[src/rtl/vpl_pkg.sv]
package vpl_pkg;

    // Fixed datapath widths
    localparam int W_FLT = 40;   // filtered speed
    localparam int W_ACC = 64;   // working accumulator and divider dividend
    localparam int W_M   = 48;   // 200*filtered + integral, multiplicand
    localparam int W_MLO = 24;   // low slice of the multiplicand
    localparam int W_KP  = 16;
    localparam int W_OUT = 16;
    localparam int PC_W  = 5;

    localparam int INTEGRAL_LIMIT = 10000;
    localparam int DRIVE_MAX      = 32767;
    localparam int DRIVE_MIN_MAG  = 32768;

    // Program labels
    localparam logic [PC_W-1:0] ST_LOAD  = 5'd0;
    localparam logic [PC_W-1:0] ST_DIV1  = 5'd2;
    localparam logic [PC_W-1:0] ST_DIV2  = 5'd7;
    localparam logic [PC_W-1:0] ST_DIV3  = 5'd15;
    localparam logic [PC_W-1:0] ST_DRIVE = 5'd16;
    localparam logic [PC_W-1:0] ST_LAST  = 5'd16;

    typedef enum logic [3:0] {
        OP_NOP,
        OP_LOAD,
        OP_DIV_START,
        OP_DIV_STEP,
        OP_SUM,
        OP_MIX1,
        OP_MIX2,
        OP_FILT,
        OP_INTEG,
        OP_MSCALE,
        OP_MADD,
        OP_MUL_LO,
        OP_MUL_HI,
        OP_DRIVE
    } t_op;

    typedef enum logic [1:0] {
        COND_NONE,
        COND_NO_INPUT,
        COND_DIV_BUSY,
        COND_OUT_BUSY
    } t_cond;

    typedef enum logic [1:0] {
        DSEL_5,
        DSEL_10,
        DSEL_25
    } t_dsel;

    typedef struct packed {
        t_op             op;
        t_cond           cond;
        t_dsel           dsel;
        logic [PC_W-1:0] target;
    } t_uword;

    function automatic logic [4:0] dsel_value(input t_dsel d);
        case (d)
            DSEL_5:  return 5'd5;
            DSEL_10: return 5'd10;
            DSEL_25: return 5'd25;
            default: return 5'd25;
        endcase
    endfunction

    function automatic t_uword mk(input t_op op, input t_cond c, input t_dsel d,
                                  input logic [PC_W-1:0] tgt);
        t_uword w;
        w.op     = op;
        w.cond   = c;
        w.dsel   = d;
        w.target = tgt;
        return w;
    endfunction

    // Control store: one word per step
    function automatic t_uword ucode(input logic [PC_W-1:0] pc);
        case (pc)
            5'd0:    return mk(OP_LOAD,      COND_NO_INPUT, DSEL_5,  ST_LOAD);
            5'd1:    return mk(OP_DIV_START, COND_NONE,     DSEL_5,  ST_LOAD);
            5'd2:    return mk(OP_DIV_STEP,  COND_DIV_BUSY, DSEL_5,  ST_DIV1);
            5'd3:    return mk(OP_SUM,       COND_NONE,     DSEL_5,  ST_LOAD);
            5'd4:    return mk(OP_MIX1,      COND_NONE,     DSEL_5,  ST_LOAD);
            5'd5:    return mk(OP_MIX2,      COND_NONE,     DSEL_5,  ST_LOAD);
            5'd6:    return mk(OP_DIV_START, COND_NONE,     DSEL_10, ST_LOAD);
            5'd7:    return mk(OP_DIV_STEP,  COND_DIV_BUSY, DSEL_10, ST_DIV2);
            5'd8:    return mk(OP_FILT,      COND_NONE,     DSEL_10, ST_LOAD);
            5'd9:    return mk(OP_INTEG,     COND_NONE,     DSEL_10, ST_LOAD);
            5'd10:   return mk(OP_MSCALE,    COND_NONE,     DSEL_10, ST_LOAD);
            5'd11:   return mk(OP_MADD,      COND_NONE,     DSEL_10, ST_LOAD);
            5'd12:   return mk(OP_MUL_LO,    COND_NONE,     DSEL_25, ST_LOAD);
            5'd13:   return mk(OP_MUL_HI,    COND_NONE,     DSEL_25, ST_LOAD);
            5'd14:   return mk(OP_DIV_START, COND_NONE,     DSEL_25, ST_LOAD);
            5'd15:   return mk(OP_DIV_STEP,  COND_DIV_BUSY, DSEL_25, ST_DIV3);
            5'd16:   return mk(OP_DRIVE,     COND_OUT_BUSY, DSEL_25, ST_DRIVE);
            default: return mk(OP_NOP,       COND_NONE,     DSEL_5,  ST_LOAD);
        endcase
    endfunction

endpackage

[src/rtl/velocity_pi_loop.sv]
// Velocity PI loop, one control tick per input word, run by a 17-step microprogram.
// Three divisions by a small constant each run one byte of a 64-bit dividend per cycle.
// The next input is taken once the previous word's steps are done, while a result waits.
// Reset (synchronous, active low) clears the filter, integrator, gain and sequencer.
module velocity_pi_loop #(
    parameter int FRACTION_BITS = 16
) (
    input  logic                        i_clk,
    input  logic                        i_rst_n,
    input  logic                        i_cfg_we,
    input  logic [vpl_pkg::W_KP-1:0]    i_cfg_wdata,   // proportional_gain, Q8.8
    input  logic                        s_axis_tvalid,
    output logic                        s_axis_tready,
    // [11:0] left_wheel_speed, [23:12] right_wheel_speed, [39:24] target_speed
    input  logic [39:0]                 s_axis_tdata,
    output logic                        m_axis_tvalid,
    input  logic                        m_axis_tready,
    // [15:0] drive_value
    output logic [vpl_pkg::W_OUT-1:0]   m_axis_tdata
);
    import vpl_pkg::*;

    localparam int W_INT     = FRACTION_BITS + 16;
    localparam int W_IS      = ((W_INT > W_FLT) ? W_INT : W_FLT) + 1;
    localparam int TGT_SHIFT = FRACTION_BITS - 3;
    localparam int DRV_SHIFT = FRACTION_BITS + 11;
    localparam int W_PLO     = W_MLO + 1 + W_KP;
    localparam int W_PHI     = W_M - W_MLO + W_KP;
    localparam logic signed [W_IS-1:0] INT_MAX = W_IS'(INTEGRAL_LIMIT) <<< FRACTION_BITS;
    localparam logic signed [W_IS-1:0] INT_MIN = -INT_MAX;

    // Sequencer
    logic [PC_W-1:0]          r_pc, n_pc;
    t_uword                   w_uw;
    logic                     w_jump;
    logic                     w_out_busy;

    // Datapath registers
    logic signed [W_KP-1:0]   r_kp;
    logic signed [W_FLT-1:0]  r_flt;
    logic signed [W_INT-1:0]  r_int;
    logic signed [W_FLT-1:0]  r_sum;
    logic signed [12:0]       r_lr;
    logic signed [W_ACC-1:0]  r_a;
    logic signed [W_PLO-1:0]  r_p;
    logic [W_ACC-1:0]         r_dmag;
    logic                     r_dneg;
    logic [4:0]               r_rem;
    logic [2:0]               r_cnt;
    logic [W_OUT-1:0]         r_out;
    logic                     r_ovalid;

    // Combinational helpers
    logic [4:0]               w_div;
    logic [4:0]               w_rem;
    logic [7:0]               w_qbyte;
    logic signed [W_ACC-1:0]  w_q_s;
    logic signed [W_IS-1:0]   w_is;
    logic signed [W_IS-1:0]   w_is_cl;
    logic signed [W_PLO-1:0]  w_plo;
    logic signed [W_PHI-1:0]  w_phi;
    logic [W_ACC-1:0]         w_sh;
    logic [W_OUT-1:0]         w_drive;

    // Fetch control word and pick next step
    always_comb begin
        w_uw       = ucode(r_pc);
        w_out_busy = r_ovalid && !m_axis_tready;
        case (w_uw.cond)
            COND_NONE:     w_jump = 1'b0;
            COND_NO_INPUT: w_jump = !s_axis_tvalid;
            COND_DIV_BUSY: w_jump = (r_cnt != 3'd7);
            COND_OUT_BUSY: w_jump = w_out_busy;
            default:       w_jump = 1'b0;
        endcase
        if (w_jump) begin
            n_pc = w_uw.target;
        end else if (r_pc == ST_LAST) begin
            n_pc = ST_LOAD;
        end else begin
            n_pc = r_pc + 1'b1;
        end
    end

    assign s_axis_tready = (w_uw.op == OP_LOAD);
    assign m_axis_tvalid = r_ovalid;
    assign m_axis_tdata  = r_out;

    // Divide one byte of the dividend by a small constant, MSB first
    always_comb begin
        logic [5:0] t;
        logic [7:0] dbyte;
        w_div  = dsel_value(w_uw.dsel);
        dbyte  = r_dmag[W_ACC-1 -: 8];
        w_rem  = r_rem;
        w_qbyte = '0;
        for (int i = 7; i >= 0; i--) begin
            t = {w_rem, dbyte[i]};
            if (t >= {1'b0, w_div}) begin
                t = t - {1'b0, w_div};
                w_qbyte[i] = 1'b1;
            end
            w_rem = t[4:0];
        end
    end

    assign w_q_s = r_dneg ? -$signed(r_dmag) : $signed(r_dmag);

    // Integrator add and clamp
    always_comb begin
        w_is = W_IS'(r_int) + W_IS'(r_flt);
        if (w_is > INT_MAX) begin
            w_is_cl = INT_MAX;
        end else if (w_is < INT_MIN) begin
            w_is_cl = INT_MIN;
        end else begin
            w_is_cl = w_is;
        end
    end

    // Split multiply of 200*filtered + integral by kp
    assign w_plo = $signed({1'b0, r_a[W_MLO-1:0]}) * r_kp;
    assign w_phi = $signed(r_a[W_M-1:W_MLO]) * r_kp;

    // Scale down, truncate toward zero, saturate
    always_comb begin
        w_sh = r_dmag >> DRV_SHIFT;
        if (r_dneg) begin
            if (w_sh > W_ACC'(DRIVE_MIN_MAG)) begin
                w_drive = W_OUT'(DRIVE_MIN_MAG);
            end else begin
                w_drive = W_OUT'(-w_sh);
            end
        end else begin
            if (w_sh > W_ACC'(DRIVE_MAX)) begin
                w_drive = W_OUT'(DRIVE_MAX);
            end else begin
                w_drive = W_OUT'(w_sh);
            end
        end
    end

    // Sequencer state, datapath and output register
    always_ff @(posedge i_clk) begin
        if (!i_rst_n) begin
            r_pc     <= ST_LOAD;
            r_ovalid <= 1'b0;
            r_kp     <= '0;
            r_flt    <= '0;
            r_int    <= '0;
        end else begin
            r_pc <= n_pc;

            if (i_cfg_we) begin
                r_kp <= i_cfg_wdata;
            end

            // Raise valid on a new drive word, drop it once taken
            if (w_uw.op == OP_DRIVE && !w_out_busy) begin
                r_ovalid <= 1'b1;
            end else if (r_ovalid && m_axis_tready) begin
                r_ovalid <= 1'b0;
            end

            case (w_uw.op)
                OP_LOAD: begin
                    if (s_axis_tvalid) begin
                        r_lr <= 13'($signed(s_axis_tdata[11:0]))
                              + 13'($signed(s_axis_tdata[23:12]));
                        r_a  <= W_ACC'($signed(s_axis_tdata[39:24])) <<< TGT_SHIFT;
                    end
                end
                OP_DIV_START: begin
                    r_dneg <= r_a[W_ACC-1];
                    r_dmag <= r_a[W_ACC-1] ? W_ACC'(-r_a) : W_ACC'(r_a);
                    r_rem  <= '0;
                    r_cnt  <= '0;
                end
                OP_DIV_STEP: begin
                    r_dmag <= {r_dmag[W_ACC-9:0], w_qbyte};
                    r_rem  <= w_rem;
                    r_cnt  <= r_cnt + 1'b1;
                end
                OP_SUM: begin
                    r_sum <= (W_FLT'(r_lr) <<< FRACTION_BITS) + w_q_s[W_FLT-1:0];
                end
                OP_MIX1: begin
                    r_a <= (W_ACC'(r_flt) <<< 3) - W_ACC'(r_flt);
                end
                OP_MIX2: begin
                    r_a <= r_a + (W_ACC'(r_sum) <<< 1) + W_ACC'(r_sum);
                end
                OP_FILT: begin
                    r_flt <= w_q_s[W_FLT-1:0];
                end
                OP_INTEG: begin
                    r_int <= w_is_cl[W_INT-1:0];
                end
                OP_MSCALE: begin
                    r_a <= (W_ACC'(r_flt) <<< 7) + (W_ACC'(r_flt) <<< 6)
                         + (W_ACC'(r_flt) <<< 3);
                end
                OP_MADD: begin
                    r_a <= r_a + W_ACC'(r_int);
                end
                OP_MUL_LO: begin
                    r_p <= w_plo;
                end
                OP_MUL_HI: begin
                    r_a <= (W_ACC'(w_phi) <<< W_MLO) + W_ACC'(r_p);
                end
                OP_DRIVE: begin
                    // Hold until the previous word has left
                    if (!w_out_busy) begin
                        r_out <= w_drive;
                    end
                end
                OP_NOP: begin
                end
                default: begin
                end
            endcase
        end
    end

endmodule

[config.mk]
export PLATFORM = sky130hd
export DESIGN_NAME = velocity_pi_loop
export DESIGN_NICKNAME = d
export VERILOG_FILES = /design/src/rtl/vpl_pkg.sv /design/src/rtl/velocity_pi_loop.sv
export SDC_FILE = /design/constraint.sdc
export NUM_CORES = 2
export LEC_CHECK = 0
export BUFFER_PORTS_ARGS = -buffer_cell sky130_fd_sc_hd__buf_2
export CORE_ASPECT_RATIO = 1.1
export CORE_MARGIN = 4
export CORE_UTILIZATION = 25
export DETAILED_ROUTE_END_ITERATION = 8
export MAX_ROUTING_LAYER = met4
export SLEW_MARGIN = 20
export SYNTH_ARGS = -nofsm -noshare
export SYNTH_HDL_FRONTEND = slang
export SYNTH_SLANG_ARGS = --single-unit
[constraint.sdc]
create_clock -name i_clk -period 13.7 [get_ports i_clk]
set_input_delay 1.37 -clock i_clk [delete_from_list [all_inputs] [get_ports i_clk]]
set_output_delay 1.37 -clock i_clk [all_outputs]
set_load 0.05 [all_outputs]
==> out/results.tsv <==
metric	value	unit
status	complete, no violations	
clock slew at reported path FFs	0.07	ns
Syn Nets	8574	
CP Max Fanout	5	
DP Wirelength	161000	um
setup TNS	0	ns
CTS Buffer Depth	3	
Slew @ Worst Pin	1.15	ns
final setup fails	0	
WHS	0.509	ns
total congestion overflow	0	
initial antenna violation count	6	
Critical Path Slowest Stage Cell	a2111o_1	
worst skew pair latency	0.68	ns
Horiz. Die Dim	484	um
Slew Limit Headroom	0.235	
fin. max-slew vios	0	
Final Wtd Congestion	0.964	
asr flop ratio synth	0	
Die Footprint	258000	um2
Clock Skews	0.0478	ns
Global Route Usage Sum	0.160	
Setup CP Type	flop to flop	
final hold vios	0	
share of cells above drive strength 1	0.0755	
dpl cells	10400	
area leader, netlist	fa_1	
worst min-delay path class	flop to flop	
number of max-cap violations	0	
Vias	52200	
vias in the first global route	54100	
Final Util	0.280	
Fill cells	26300	
row count	192	
period utilisation layout	0.971	
global-route wire length before repair	318000	um
worst endpoint required time	14.08	ns
RSZ-0062 raised after global routing	true	
post-synthesis sequential area ratio	0.153	
root buffer cell	clkbuf_16	
TritonCTS clock tree	yes	
maximum clock rate	0.0752	GHz
post-synth cell types	92	
Sink Count	353	
Post-Syn Instances	7112	
Non-Filler Instances	10500	
crit end category	flop	
Vias/cell	4.97	
DR iter-0 viols	3904	
TritonRoute pass-1 iters	6	
ys flop type	edfxtp_1	
Synthesis Warnings	0	
top-area cell type share of the netlist area	0.248	
Starting Density	0.251	
I/O pins	79	
min Tclk post-route	13.31	ns
largest net degree at the start of global routing	80	
Post-Route WL	205000	um
CTS Hold Bufs	0	
crit path launch type	flop	
FF+latch count, synth	353	
number of flops mapped to enable cells by yosys	247	
Avg Cell Area, Syn	8.77	um2
Cell Area, Synth	62400	um2
Residual DRC	0	
Nets	8609	
core area	249000	um2
ranking of synthesized cells by area	fa_1 25%, ha_1 13%, edfxtp_1 12%	
Worst EP arrival	13.69	ns
TritonCTS Buffers	49	
CTS H-tree lvls	2	
Port Buffer Count	78	
drt wl/cell	19.6	um
synth-to-layout area growth	11.6	%
remaining antenna violation count after routing	0	
CP peak stage delay	0.50	ns
die height	532	um
==> worst max-delay path, delay by kind of cell, from the launching register on <==
kind,cells,cell delay [ns]
buf+inv,3,0.30
fa+ha+maj,11,2.92
flops,1,0.40
compound gates,28,6.28
simple gates,9,1.44
mux,6,1.68
==> per-layer routing <==
metal / up-vias / track usage / wire [um]
met5: - / - / 0
met1: 26000 / 0.202 / 88000
met2: 1710 / 0.262 / 96200
met4: 0 / 0.0541 / 7690
li1: 24100 / - / -
met3: 339 / 0.0245 / 13500
==> logic make-up (layout without fill, tap and decap cells) <==
logic type	count (synthesis)	in the layout	share of synthesized area
other cells	0	4	0
mux	47	47	0.00790
fa+ha+maj	1404	1404	0.374
flops	353	353	0.153
compound gates	1594	1595	0.168
xor+xnor	471	471	0.0661
simple gates	1989	1989	0.155
buf+inv	1254	1329	0.0757
==> flip-flops by register name, indices dropped and copies added (netlist names), 12 cells and up <==
signal / count
r_dmag: 64
r_kp: 16
r_int: 32
w_uw: 12
r_a: 64
m_axis_tdata: 16
r_p: 41
r_sum: 40
r_lr: 13
r_flt: 40
==> metrics by stage <==
| stage | cell area (um2) | setup WS (ns) |
|---|---|---|
| 2_1_floorplan | 62500 | 0.0198 |
| 3_3_place_gp | 67300 | -0.566 |
| 3_5_place_dp | 67300 | -0.598 |
| 4_1_cts | 69300 | 0.0102 |
| 5_1_grt | 69600 | -0.165 |
| 6_report | 69600 | 0.394 |
==> cells in the mapped netlist, types with 72 or more instances <==
| cell | instances |
|---|---|
| a21o_1 | 229 |
| a21oi_1 | 413 |
| and2_1 | 290 |
| clkbuf_1 | 304 |
| dfxtp_1 | 106 |
| edfxtp_1 | 247 |
| fa_1 | 772 |
| ha_1 | 629 |
| inv_1 | 932 |
| nand2_1 | 830 |
| nand2b_1 | 124 |
| nand3_1 | 95 |
| nor2_1 | 252 |
| nor2b_1 | 72 |
| nor3_1 | 76 |
| o21ai_0 | 347 |
| xnor2_1 | 282 |
| xor2_1 | 189 |
==> what timing repair did <==
item	in CTS	in global routing
pin swaps	25	45
setup endpoints to repair	6	6
buffers inserted	17	13
gates cloned	1	0
gates resized for setup	34	40
==> cells in the final DEF, fill, tap and decap left out, types with 46 or more instances in the layout <==
| cell | instances |
|---|---|
| a21o_1 | 228 |
| nand2b_1 | 122 |
| edfxtp_1 | 247 |
| dfxtp_1 | 92 |
| nand3_1 | 95 |
| ha_1 | 616 |
| a21oi_1 | 405 |
| nor2b_1 | 71 |
| o21ai_0 | 340 |
| buf_2 | 77 |
| buf_4 | 224 |
| xor2_1 | 189 |
| clkbuf_16 | 51 |
| nor2_1 | 243 |
| a31oi_1 | 50 |
| nor3_1 | 72 |
| fa_1 | 766 |
| xnor2_1 | 282 |
| inv_1 | 926 |
| nand2_1 | 827 |
| o21a_1 | 55 |
| o211ai_1 | 46 |
| and3_1 | 48 |
| o21bai_1 | 54 |
| and2_1 | 287 |
==> layout make-up <==
type                    count  area (um2)  area share
multi-input cells        5506       48700       0.699
flip-flops and latches    353        9560       0.137
well taps                3298        4130      0.0592
inverters                 932        3500      0.0503
repair buffers            305        2120      0.0304
clock buffers              56        1320      0.0189
clock inverters            36         358     0.00514
diodes                      4        10.0    0.000144
==> path summary, 6_finish.rpt <==
check                    startpoint                     end  slack (ns)  depth (start not counted)
max            r_dmag[63]$_DFFE_PP_  r_rem[4]$_SDFFCE_PN0P_        0.39                         57
min          r_int[15]$_SDFFE_PN0N_  r_int[15]$_SDFFE_PN0N_        0.51                          2
max reg2reg    r_dmag[63]$_DFFE_PP_  r_rem[4]$_SDFFCE_PN0P_        0.39                         57
min reg2reg  r_int[15]$_SDFFE_PN0N_  r_int[15]$_SDFFE_PN0N_        0.51                          2
Power is not shown: default switching activity piles up to over one toggle a cycle in this logic, so the estimate is an artifact.
